### src/hw/rtl/cetd_pkg.sv
// ----------------------------------------------------------------------------
// cetd_pkg: shared definitions for the escape token decoder
// Character codes, escape states, the result beat layout and small
// character-class helpers.
// ----------------------------------------------------------------------------
package cetd_pkg;

   localparam logic [7:0] CHAR_T         = 8'h74;
   localparam logic [7:0] CHAR_N         = 8'h6E;
   localparam logic [7:0] CHAR_R         = 8'h72;
   localparam logic [7:0] CHAR_X         = 8'h78;
   localparam logic [7:0] CHAR_BACKSLASH = 8'h5C;
   localparam logic [7:0] CHAR_QUOTE     = 8'h22;
   localparam logic [7:0] CHAR_SPACE     = 8'h20;
   localparam logic [7:0] CHAR_TAB       = 8'h09;
   localparam logic [7:0] CHAR_LF        = 8'h0A;
   localparam logic [7:0] CHAR_CR        = 8'h0D;

   localparam int unsigned MAX_BEATS = 3;

   typedef enum logic [3:0] {
      ESC_PLAIN     = 4'b0001,
      ESC_BACKSLASH = 4'b0010,
      ESC_HEX0      = 4'b0100,
      ESC_HEX1      = 4'b1000
   } esc_type;

   typedef struct packed {
      logic [7:0] out_byte;
      logic       byte_valid;
      logic       token_end;
      logic       last;
   } beat_type;

   function automatic logic is_hex(input logic [7:0] c);
      is_hex = (c inside {[8'h30:8'h39], [8'h61:8'h66], [8'h41:8'h46]});
   endfunction

   function automatic logic [3:0] hex_val(input logic [7:0] c);
      logic [7:0] v;
      if (c inside {[8'h30:8'h39]}) begin
         v = c - 8'h30;
      end else if (c inside {[8'h61:8'h66]}) begin
         v = c - 8'h57;
      end else begin
         v = c - 8'h37;
      end
      hex_val = v[3:0];
   endfunction

   function automatic logic is_space(input logic [7:0] c);
      is_space = (c == CHAR_SPACE) || (c inside {[8'h09:8'h0D]});
   endfunction

endpackage

### src/hw/rtl/c_escape_token_decoder_unit.sv
// The first result beat of an input beat appears on rsp_ the cycle after it is taken.
// Throughput: one input beat per cycle while each beat yields at most one result
// and rsp_stall is low; a beat with two or three results holds the input until
// the three-entry buffer, drained one entry per unstalled cycle, is down to one.
// Reset clears the escape state, quoted mode and the result buffer (rsp_valid low).
// ----------------------------------------------------------------------------
// c_escape_token_decoder_unit: backslash-escape token decoder
// Decodes one text byte per beat into zero to three result beats: escape
// expansion, hex escapes, quote stripping and whitespace token closing.
// ----------------------------------------------------------------------------
module c_escape_token_decoder_unit (
   input  logic       clock,
   input  logic       reset,
   input  logic       req_valid,
   output logic       req_stall,
   input  logic [7:0] req_in_byte,
   input  logic       req_end_of_input,
   output logic       rsp_valid,
   input  logic       rsp_stall,
   output logic [7:0] rsp_out_byte,
   output logic       rsp_byte_valid,
   output logic       rsp_token_end,
   output logic       rsp_last
);

   cetd_pkg::esc_type  mode_ff, mode_in;
   logic [3:0]         accum_ff, accum_in;
   logic               quotes_ff, quotes_in;

   cetd_pkg::beat_type buf_ff [cetd_pkg::MAX_BEATS];
   cetd_pkg::beat_type buf_in [cetd_pkg::MAX_BEATS];
   logic [1:0]         rem_ff, rem_in;

   cetd_pkg::beat_type lst [cetd_pkg::MAX_BEATS];
   logic [1:0]         cnt;
   logic               run_plain;
   logic               accept;
   logic               pop;
   logic               c_hex;
   logic [3:0]         c_val;

   assign c_hex = cetd_pkg::is_hex(req_in_byte);
   assign c_val = cetd_pkg::hex_val(req_in_byte);

   // decode one input beat into up to three result beats
   always_comb begin
      for (int i = 0; i < cetd_pkg::MAX_BEATS; i++) begin
         lst[i] = '0;
      end
      cnt       = 2'd0;
      run_plain = 1'b0;
      mode_in   = mode_ff;
      accum_in  = accum_ff;
      quotes_in = quotes_ff;

      if (req_end_of_input) begin
         case (mode_ff)
            cetd_pkg::ESC_BACKSLASH: begin
               lst[cnt] = '{cetd_pkg::CHAR_BACKSLASH, 1'b1, 1'b0, 1'b0};
               cnt      = cnt + 2'd1;
            end
            cetd_pkg::ESC_HEX0: begin
               lst[cnt] = '{cetd_pkg::CHAR_BACKSLASH, 1'b1, 1'b0, 1'b0};
               cnt      = cnt + 2'd1;
               lst[cnt] = '{cetd_pkg::CHAR_X, 1'b1, 1'b0, 1'b0};
               cnt      = cnt + 2'd1;
            end
            cetd_pkg::ESC_HEX1: begin
               lst[cnt] = '{{4'h0, accum_ff}, 1'b1, 1'b0, 1'b0};
               cnt      = cnt + 2'd1;
            end
            default: begin
            end
         endcase
         lst[cnt]  = '{8'h00, 1'b0, 1'b1, 1'b0};
         cnt       = cnt + 2'd1;
         mode_in   = cetd_pkg::ESC_PLAIN;
         accum_in  = 4'h0;
         quotes_in = 1'b0;
      end else begin
         case (mode_ff)
            cetd_pkg::ESC_PLAIN: begin
               run_plain = 1'b1;
            end
            cetd_pkg::ESC_BACKSLASH: begin
               mode_in = cetd_pkg::ESC_PLAIN;
               if (req_in_byte == cetd_pkg::CHAR_T) begin
                  lst[cnt] = '{cetd_pkg::CHAR_TAB, 1'b1, 1'b0, 1'b0};
                  cnt      = cnt + 2'd1;
               end else if (req_in_byte == cetd_pkg::CHAR_N) begin
                  lst[cnt] = '{cetd_pkg::CHAR_LF, 1'b1, 1'b0, 1'b0};
                  cnt      = cnt + 2'd1;
               end else if (req_in_byte == cetd_pkg::CHAR_R) begin
                  lst[cnt] = '{cetd_pkg::CHAR_CR, 1'b1, 1'b0, 1'b0};
                  cnt      = cnt + 2'd1;
               end else if (req_in_byte == cetd_pkg::CHAR_X) begin
                  mode_in = cetd_pkg::ESC_HEX0;
               end else begin
                  lst[cnt] = '{req_in_byte, 1'b1, 1'b0, 1'b0};
                  cnt      = cnt + 2'd1;
               end
            end
            cetd_pkg::ESC_HEX0: begin
               if (c_hex) begin
                  accum_in = c_val;
                  mode_in  = cetd_pkg::ESC_HEX1;
               end else begin
                  lst[cnt]  = '{cetd_pkg::CHAR_BACKSLASH, 1'b1, 1'b0, 1'b0};
                  cnt       = cnt + 2'd1;
                  lst[cnt]  = '{cetd_pkg::CHAR_X, 1'b1, 1'b0, 1'b0};
                  cnt       = cnt + 2'd1;
                  run_plain = 1'b1;
               end
            end
            cetd_pkg::ESC_HEX1: begin
               if (c_hex) begin
                  lst[cnt] = '{{accum_ff, c_val}, 1'b1, 1'b0, 1'b0};
                  cnt      = cnt + 2'd1;
                  mode_in  = cetd_pkg::ESC_PLAIN;
                  accum_in = 4'h0;
               end else begin
                  lst[cnt]  = '{{4'h0, accum_ff}, 1'b1, 1'b0, 1'b0};
                  cnt       = cnt + 2'd1;
                  run_plain = 1'b1;
               end
            end
            default: begin
               run_plain = 1'b1;
            end
         endcase

         // the byte is decoded from plain mode
         if (run_plain) begin
            mode_in  = cetd_pkg::ESC_PLAIN;
            accum_in = 4'h0;
            if (req_in_byte == cetd_pkg::CHAR_BACKSLASH) begin
               mode_in = cetd_pkg::ESC_BACKSLASH;
            end else if (req_in_byte == cetd_pkg::CHAR_QUOTE) begin
               quotes_in = !quotes_ff;
            end else if (cetd_pkg::is_space(req_in_byte) && !quotes_ff) begin
               lst[cnt]  = '{8'h00, 1'b0, 1'b1, 1'b0};
               cnt       = cnt + 2'd1;
               quotes_in = 1'b0;
            end else begin
               lst[cnt] = '{req_in_byte, 1'b1, 1'b0, 1'b0};
               cnt      = cnt + 2'd1;
            end
         end
      end

      for (int i = 0; i < cetd_pkg::MAX_BEATS; i++) begin
         lst[i].last = (cnt != 2'd0) && (2'(i) == (cnt - 2'd1));
      end
   end

   // result buffer: head at entry 0, shift down on each delivered beat
   assign rsp_valid = (rem_ff != 2'd0);
   assign pop       = rsp_valid && !rsp_stall;
   assign req_stall = !((rem_ff == 2'd0) || ((rem_ff == 2'd1) && pop));
   assign accept    = req_valid && !req_stall;

   always_comb begin
      rem_in = rem_ff;
      for (int i = 0; i < cetd_pkg::MAX_BEATS; i++) begin
         buf_in[i] = buf_ff[i];
      end
      if (accept) begin
         rem_in = cnt;
         for (int i = 0; i < cetd_pkg::MAX_BEATS; i++) begin
            buf_in[i] = lst[i];
         end
      end else if (pop) begin
         rem_in = rem_ff - 2'd1;
         for (int i = 0; i < cetd_pkg::MAX_BEATS - 1; i++) begin
            buf_in[i] = buf_ff[i + 1];
         end
      end
   end

   always_ff @(posedge clock) begin
      if (reset) begin
         rem_ff    <= 2'd0;
         mode_ff   <= cetd_pkg::ESC_PLAIN;
         accum_ff  <= 4'h0;
         quotes_ff <= 1'b0;
      end else begin
         rem_ff <= rem_in;
         if (accept) begin
            mode_ff   <= mode_in;
            accum_ff  <= accum_in;
            quotes_ff <= quotes_in;
         end
      end
   end

   always_ff @(posedge clock) begin
      for (int i = 0; i < cetd_pkg::MAX_BEATS; i++) begin
         buf_ff[i] <= buf_in[i];
      end
   end

   assign rsp_out_byte   = buf_ff[0].out_byte;
   assign rsp_byte_valid = buf_ff[0].byte_valid;
   assign rsp_token_end  = buf_ff[0].token_end;
   assign rsp_last       = buf_ff[0].last;

endmodule

### config.mk
export PLATFORM = sky130hd
export DESIGN_NAME = c_escape_token_decoder_unit
export DESIGN_NICKNAME = d
export VERILOG_FILES = /design/src/hw/rtl/cetd_pkg.sv /design/src/hw/rtl/c_escape_token_decoder_unit.sv
export SDC_FILE = /design/constraint.sdc
export NUM_CORES = 1
export LEC_CHECK = 0
export BUFFER_PORTS_ARGS = -buffer_cell sky130_fd_sc_hd__buf_2
export CORE_ASPECT_RATIO = 0.9
export CORE_MARGIN = 4
export CORE_UTILIZATION = 45
export CTS_BUF_LIST = sky130_fd_sc_hd__clkbuf_16
export CTS_CLUSTER_DIAMETER = 200
export DETAILED_ROUTE_END_ITERATION = 10
export PLACE_DENSITY = 0.7
export SLEW_MARGIN = 20
export SYNTH_ARGS = -nofsm -noshare
export SYNTH_HDL_FRONTEND = slang
export SYNTH_SLANG_ARGS = --single-unit
### constraint.sdc
create_clock -name clock -period 3.8 [get_ports clock]
set_input_delay 0 -clock clock [delete_from_list [all_inputs] [get_ports clock]]
set_output_delay 0 -clock clock [all_outputs]
set_load 0.005 [all_outputs]
==> run summary, run 1 <==
Fin Hold WS: 0.0423 ns
Final hold viol count: 0
DIE WIDTH: 97.1 microns
Synthesized Nets: 388
Iteration-0 DRC Markers: 365
Worst r2r src: mode_ff[3]$_SDFFE_PP0P_
Row cnt: 28
Number of iterations in the first detailed-routing pass: 7
Final setup viols: 0
Flops & latches, synth: 44
Hold Path Cell Cnt: 2
Crit start category: flop
Core box area: 0.00676 sq mm
FF-to-FF path depth: 10
Final Max Slew Viols: 0
Vias after detailed routing: 2901
Commonest non-fill, non-tap cells in the layout: 36 x nor2_1, 33 x edfxtp_1, 25 x buf_2
Clk_lat worst skew: 0.29 ns
Placed Cells: 449
Clock sink count: 44
Initial antenna violation count: 0
Status: finished, final reports clean
RSZ-0062 raised after global routing: false
Largest area contributor in the netlist: edfxtp_1
Synthesized area: 0.00321 sq mm
Root Buffer: clkbuf_16
Crit path cell chain: or4b_1 -> inv_1 -> buf_4 -> nand3_2 -> ha_1 -> nand3_1 -> nand4_1 -> nand2_1 -> a221oi_1 -> nor2_1
CP endpoint kind: flop
Non-Filler Instances: 457
VDD IR max: 259 uV
Die H: 88.2 microns
Die ar.: 0.00856 sq mm
Post-Synth Simple-Gate Area: 24.5%
Sequential-to-total area share from yosys stat: 37.7%
Post-layout util: 51.6%
Worst-margin pin slew: 1.03 ns
PwrDens: 501 mW/mm^2
Maximum Capacitance Violations: 0
Min-Delay Endpoint: mode_ff[3]$_SDFFE_PP0P_
Async SR Flop Fraction: 0%
Critical path type: reg -> reg
Initial core utilization: 47.5%
Clk slew on worst S/H paths: 0.07 ns
Main combinational cell family by area after synthesis: simple AND/OR/NAND/NOR gates
Post-DP HPWL: 6.12 mm
Count of different cell masters after synthesis: 72
Mux cell area share after synthesis: 0.935%
Commonest non-fill, non-tap cell in the layout: nor2_1
Io pins: 26
Pleak: 0.00129 uW
Worst min path class: in -> reg
CTS tree: done
F_max: 0.359 GHz
Required time worst endpoint: 3.90 ns
Post-CTS sizing: 0
Max clock buf depth: 2
Synth Area in Adders: 5.06%
Drt total wl: 8.77 mm
H-tree levels: 2
DR WL/cell: 19.2 microns
Post-CTS Hold Fix Bufs: 0
Top-area cell type share of the netlist area: 30.8%
XOR/XNOR Fraction of Synth Area: 0.545%
Synth Instances: 362
YS warnings: 0
Fin crit share: 73.3%
Number of global-route vias before repair: 2657
Layout cells sized above 1: 15.8%
DRC violations left: 0
First-pass GRT wire length: 14.1 mm
Crit Path Max Fanout: 10
# nets final: 392
Total CTS buffers: 5
EDFF count, synth: 33
Via/cell ratio: 6.35
All-Layer GR Usage: 20.9%
Min Tclk post-route: 2.79 ns
FF-to-FF End: buf_ff[0][18]$_DFFE_PP_
Compound-cell area share of the yosys netlist: 23.7%
Synth area leaders: edfxtp_1 31%, dfxtp_1 6.9%, ha_1 5.1%
Hold_sp: reset
Largest stage delay, worst path: 0.67 ns
Overflow after GRT: 0
Max-slew headroom: 31.4%
Total negative slack: 0 ns
Reg2reg setup slack: 1.01 ns
P&R area growth vs syn: 8.57%
Synth Flop Type: edfxtp_1
Postcts setup bufs: 0
Mapped Avg Cell Area: 8.88 sq um
Arr. time, crit path: 2.89 ns
PortBufs: 25
ANT cells: 0
Largest net degree at the start of global routing: 32
Slowest library cell on the worst path: or4b_1
Routed Antenna Nets: 0
Gpl congestion: 1.01
Clk_skew: 0.00790 ns
area by class of cell:
type,count,area [sq um]
Timing Repair Buffer,29,155
Sequential cell,44,1210
Fill cell,638,3270
Clock buffer,5,125
Tap cell,90,113
Clock inverter,3,46.3
Inverter,19,71.3
Multi-Input combinational cell,267,1770
sequential cells by signal (all words and copies together) (netlist names):
name	count
buf_ff	33
quotes_ff	1
accum_ff	4
mode_ff	4
rem_ff	2
cell families (layout without fill, tap and decap cells):
| group | Yosys count | after routing |
|---|---|---|
| adder cells (fa/ha/maj) | 13 | 13 |
| flip-flops | 44 | 44 |
| AND/OR/NAND/NOR | 142 | 142 |
| buffers and inverters | 51 | 56 |
| multiplexers | 3 | 3 |
| XOR/XNOR | 2 | 2 |
| AO/OA/AOI/OAI | 107 | 107 |
critical path: cells and delay by family, from the launching register on:
kind	cells	cell delay, ns
compound gates	1	0.08
buf+inv	2	0.32
fa+ha+maj	1	0.33
simple gates	6	1.53
flops	1	0.34
per-layer routing:
layer / vias up / share of wire [%] / GRT usage, %
li1: 1354 / - / -
met1: 1360 / 45 / 29.4
met2: 168 / 44 / 32.5
met3: 19 / 9.4 / 5.02
met4: 0 / 1.5 / 5.23
met5: - / 0 / 0
worst max path at each step:
stage          slack [ns]  cells after the start                    start                 endpoint
6_report             1.01                     10  mode_ff[3]$_SDFFE_PP0P_  buf_ff[0][18]$_DFFE_PP_
5_1_grt              0.84                      9  mode_ff[3]$_SDFFE_PP0P_  buf_ff[0][13]$_DFFE_PP_
3_5_place_dp         0.84                     10           req_in_byte[0]   buf_ff[0][0]$_DFFE_PP_
4_1_cts              1.05                      9  mode_ff[3]$_SDFFE_PP0P_   buf_ff[0][2]$_DFFE_PP_
2_1_floorplan        1.14                     12           req_in_byte[0]   buf_ff[0][9]$_DFFE_PP_
3_3_place_gp         0.92                     10           req_in_byte[0]   buf_ff[0][0]$_DFFE_PP_
stage by stage:
stage	setup slack [ns]	power, uW	area [sq um]
6_report	1.01	1750	3490
5_1_grt	0.844	1840	3490
4_1_cts	1.05	1750	3490
3_5_place_dp	0.844	1240	3320
3_3_place_gp	0.916	1230	3320
2_1_floorplan	1.14	1110	3210
Yosys cell counts (all sizes together) (3+ instances only):
cell type and instances:
and2 14, nand2 26, a32oi 4, o211ai 3, ha 13, o22ai 4, o21a 5, nand3 18
o31ai 3, buf 19, inv 19, nor4 7, clkbuf 13, nand2b 4, nand4 6, mux2i 3
a211oi 5, edfxtp 33, a31o 3, a221oi 3, o21ai 21, a22o 5, nor2 39, nor2b 4
o22a 3, dfxtp 11, nor3 9, a21oi 25, a31oi 7
power by group:
group	internal, uW	leakage [uW]	total, uW	switching [uW]
logic	174	0.000798	489	315
registers	707	0.000415	749	41.7
clock network	313	0.0000804	508	196
No activity file was read; power rests on OpenSTA's default activity.
==> run 2, diff against run 1 <==
==> constraint.sdc (replaced) <==
create_clock -name clock -period 2.75 [get_ports clock]
set_input_delay 0 -clock clock [delete_from_list [all_inputs] [get_ports clock]]
set_output_delay 0 -clock clock [all_outputs]
set_load 0.005 [all_outputs]
==> run 2 against run 1 <==
Compared with the run above:
- maximum frequency grew 12%
- first-iteration DRC count is 5.5% lower
- combinational power up 48%
- cell area rose by 5.3%
- non-clock buffer count rose by 25
- critical path depth shrank 2
- critical path type unchanged
- largest power group unchanged
==> run summary, run 2 (same netlist as run 1, synthesis figures left out) <==
Status: finished, final reports clean
Routed Antenna Nets: 0
Min Tclk post-route: 2.48 ns
Iteration-0 DRC Markers: 345
DRC violations left: 0
Post-layout util: 54.3%
Final setup viols: 0
Drt total wl: 8.70 mm
Sw Pwr: 758 uW
Clk_lat worst skew: 0.29 ns
Initial antenna violation count: 0
VDD IR max: 248 uV
Post-CTS Hold Fix Bufs: 0
H-tree levels: 2
Worst-margin pin slew: 0.568 ns
Clock sink count: 44
Root Buffer: clkbuf_16
Post-DP HPWL: 6.48 mm
Biggest register: buf_ff
Hold_sp: reset
Largest net degree at the start of global routing: 24
DIE WIDTH: 97.1 microns
DP Area: 0.00350 sq mm
Clk_skew: 0.00661 ns
Clock power frac: 28.2%
ANT cells: 0
Setup WS post-layout: 0.267 ns
Commonest non-fill, non-tap cells in the layout: 36 x nor2_1, 33 x edfxtp_1, 29 x buf_4
Cell internal pwr: 1670 uW
Number of global-route vias before repair: 2737
Row cnt: 28
Maximum Capacitance Violations: 0
CP startpoint: mode_ff[3]$_SDFFE_PP0P_
Required time worst endpoint: 2.78 ns
Arr. time, crit path: 2.52 ns
Fin crit share: 90.3%
Largest regs: buf_ff (33), accum_ff (4), mode_ff (4)
Crit start category: flop
Final Max Slew Viols: 0
Vias after detailed routing: 2988
RSZ-0062 raised after global routing: false
Final Cell Area: 0.00367 sq mm
PortBufs: 25
Final hold viol count: 0
Max FFs per register: 33
Comb pwr share: 29.9%
Crit Path Max Fanout: 11
Via/cell ratio: 6.20
CTS tree: done
Total CTS buffers: 5
Placed Cells: 474
Worst r2r src: mode_ff[3]$_SDFFE_PP0P_
Worst min path class: in -> reg
First-pass GRT wire length: 14.2 mm
Die ar.: 0.00856 sq mm
Seq pwr share: 42.0%
CP endpoint kind: flop
Number of iterations in the first detailed-routing pass: 6
# nets final: 417
Commonest non-fill, non-tap cell in the layout: nor2_1
Pleak: 0.00141 uW
PwrDens: 661 mW/mm^2
Clk slew on worst S/H paths: 0.06 ns
Core box area: 0.00676 sq mm
Critical path type: reg -> reg
All-Layer GR Usage: 21.2%
Non-Filler Instances: 482
Gpl congestion: 0.989
Die H: 88.2 microns
Total negative slack: 0 ns
DR WL/cell: 18.0 microns
Switching Fraction: 31.2%
Initial core utilization: 47.5%
Layout cells sized above 1: 21.4%
DP Worst Slack: 0.116 ns
Overflow after GRT: 0
Io pins: 26
P&R area growth vs syn: 14.4%
Max-slew headroom: 62.0%
Fillers: 612
Max clock buf depth: 2
F_max: 0.403 GHz
==> run 2: changes by cell type in the layout (fill, tap and decap cells not counted) <==
cell and delta:
clkinvlp_4 -1, ha_2 +1, clkinv_1 +1, inv_6 -1, inv_1 -1, ha_1 -1
inv_2 +1, buf_4 +25, clkinv_4 +1
==> run 2: cell type report <==
type	instances	area [sq um]	share of cell area [%]
multi-input combinational	267	1770	48.1
clock inverter	3	42.5	1.16
clock buffer	5	125	3.40
tap	90	113	3.06
timing repair buffer	54	343	9.33
sequential	44	1210	33.0
inverter	19	71.3	1.94
==> run 2: metal layers <==
metal	GRT usage (%)	part of all wire [%]
met5	0	0
met3	5.97	10
met4	7.65	2.5
met1	29.2	45
met2	32.1	42
==> run 2: power by group through the flow <==
stage          registers [uW]  clock network (uW)  logic (uW)
4_1_cts                  1020                 689         724
6_report                 1020                 684         725
5_1_grt                  1040                 715         804
3_5_place_dp             1040                   0         719
3_3_place_gp             1030                   0         706
2_1_floorplan            1030                   0         504
==> run 2: final timing paths <==
check	depth (start not counted)	end	slack [ns]
hold reg to reg	2	mode_ff[2]$_SDFFE_PP0P_	0.50
setup reg to reg	8	buf_ff[0][2]$_DFFE_PP_	0.27
setup / recovery	8	buf_ff[0][2]$_DFFE_PP_	0.27
hold / removal	2	mode_ff[1]$_SDFFE_PP0P_	0.03
==> run 2: stage by stage <==
step	total power (uW)	hold slack (ns)
after global placement	1730	0.317
after detailed placement	1760	0.334
after global routing	2560	0.0382
after floorplan	1530	0.129
after CTS	2430	0.0295
final	2430	0.0292
==> run 2: what timing repair did <==
item | in CTS | in global routing
setup buffers | 0 | 0
endpoints found under the hold margin | 0 | 0
endpoints found under the setup margin | 0 | 3
gates resized for setup | 0 | 2
==> run 2: critical path, cell delays in order (launching register included) <==
cell and delay [ns]:
dfxtp_1 0.33, or4b_1 0.56, inv_2 0.19, nor2_1 0.14, a31oi_4 0.38, buf_4 0.21
nor2_4 0.05, a211oi_1 0.24, a21oi_1 0.10
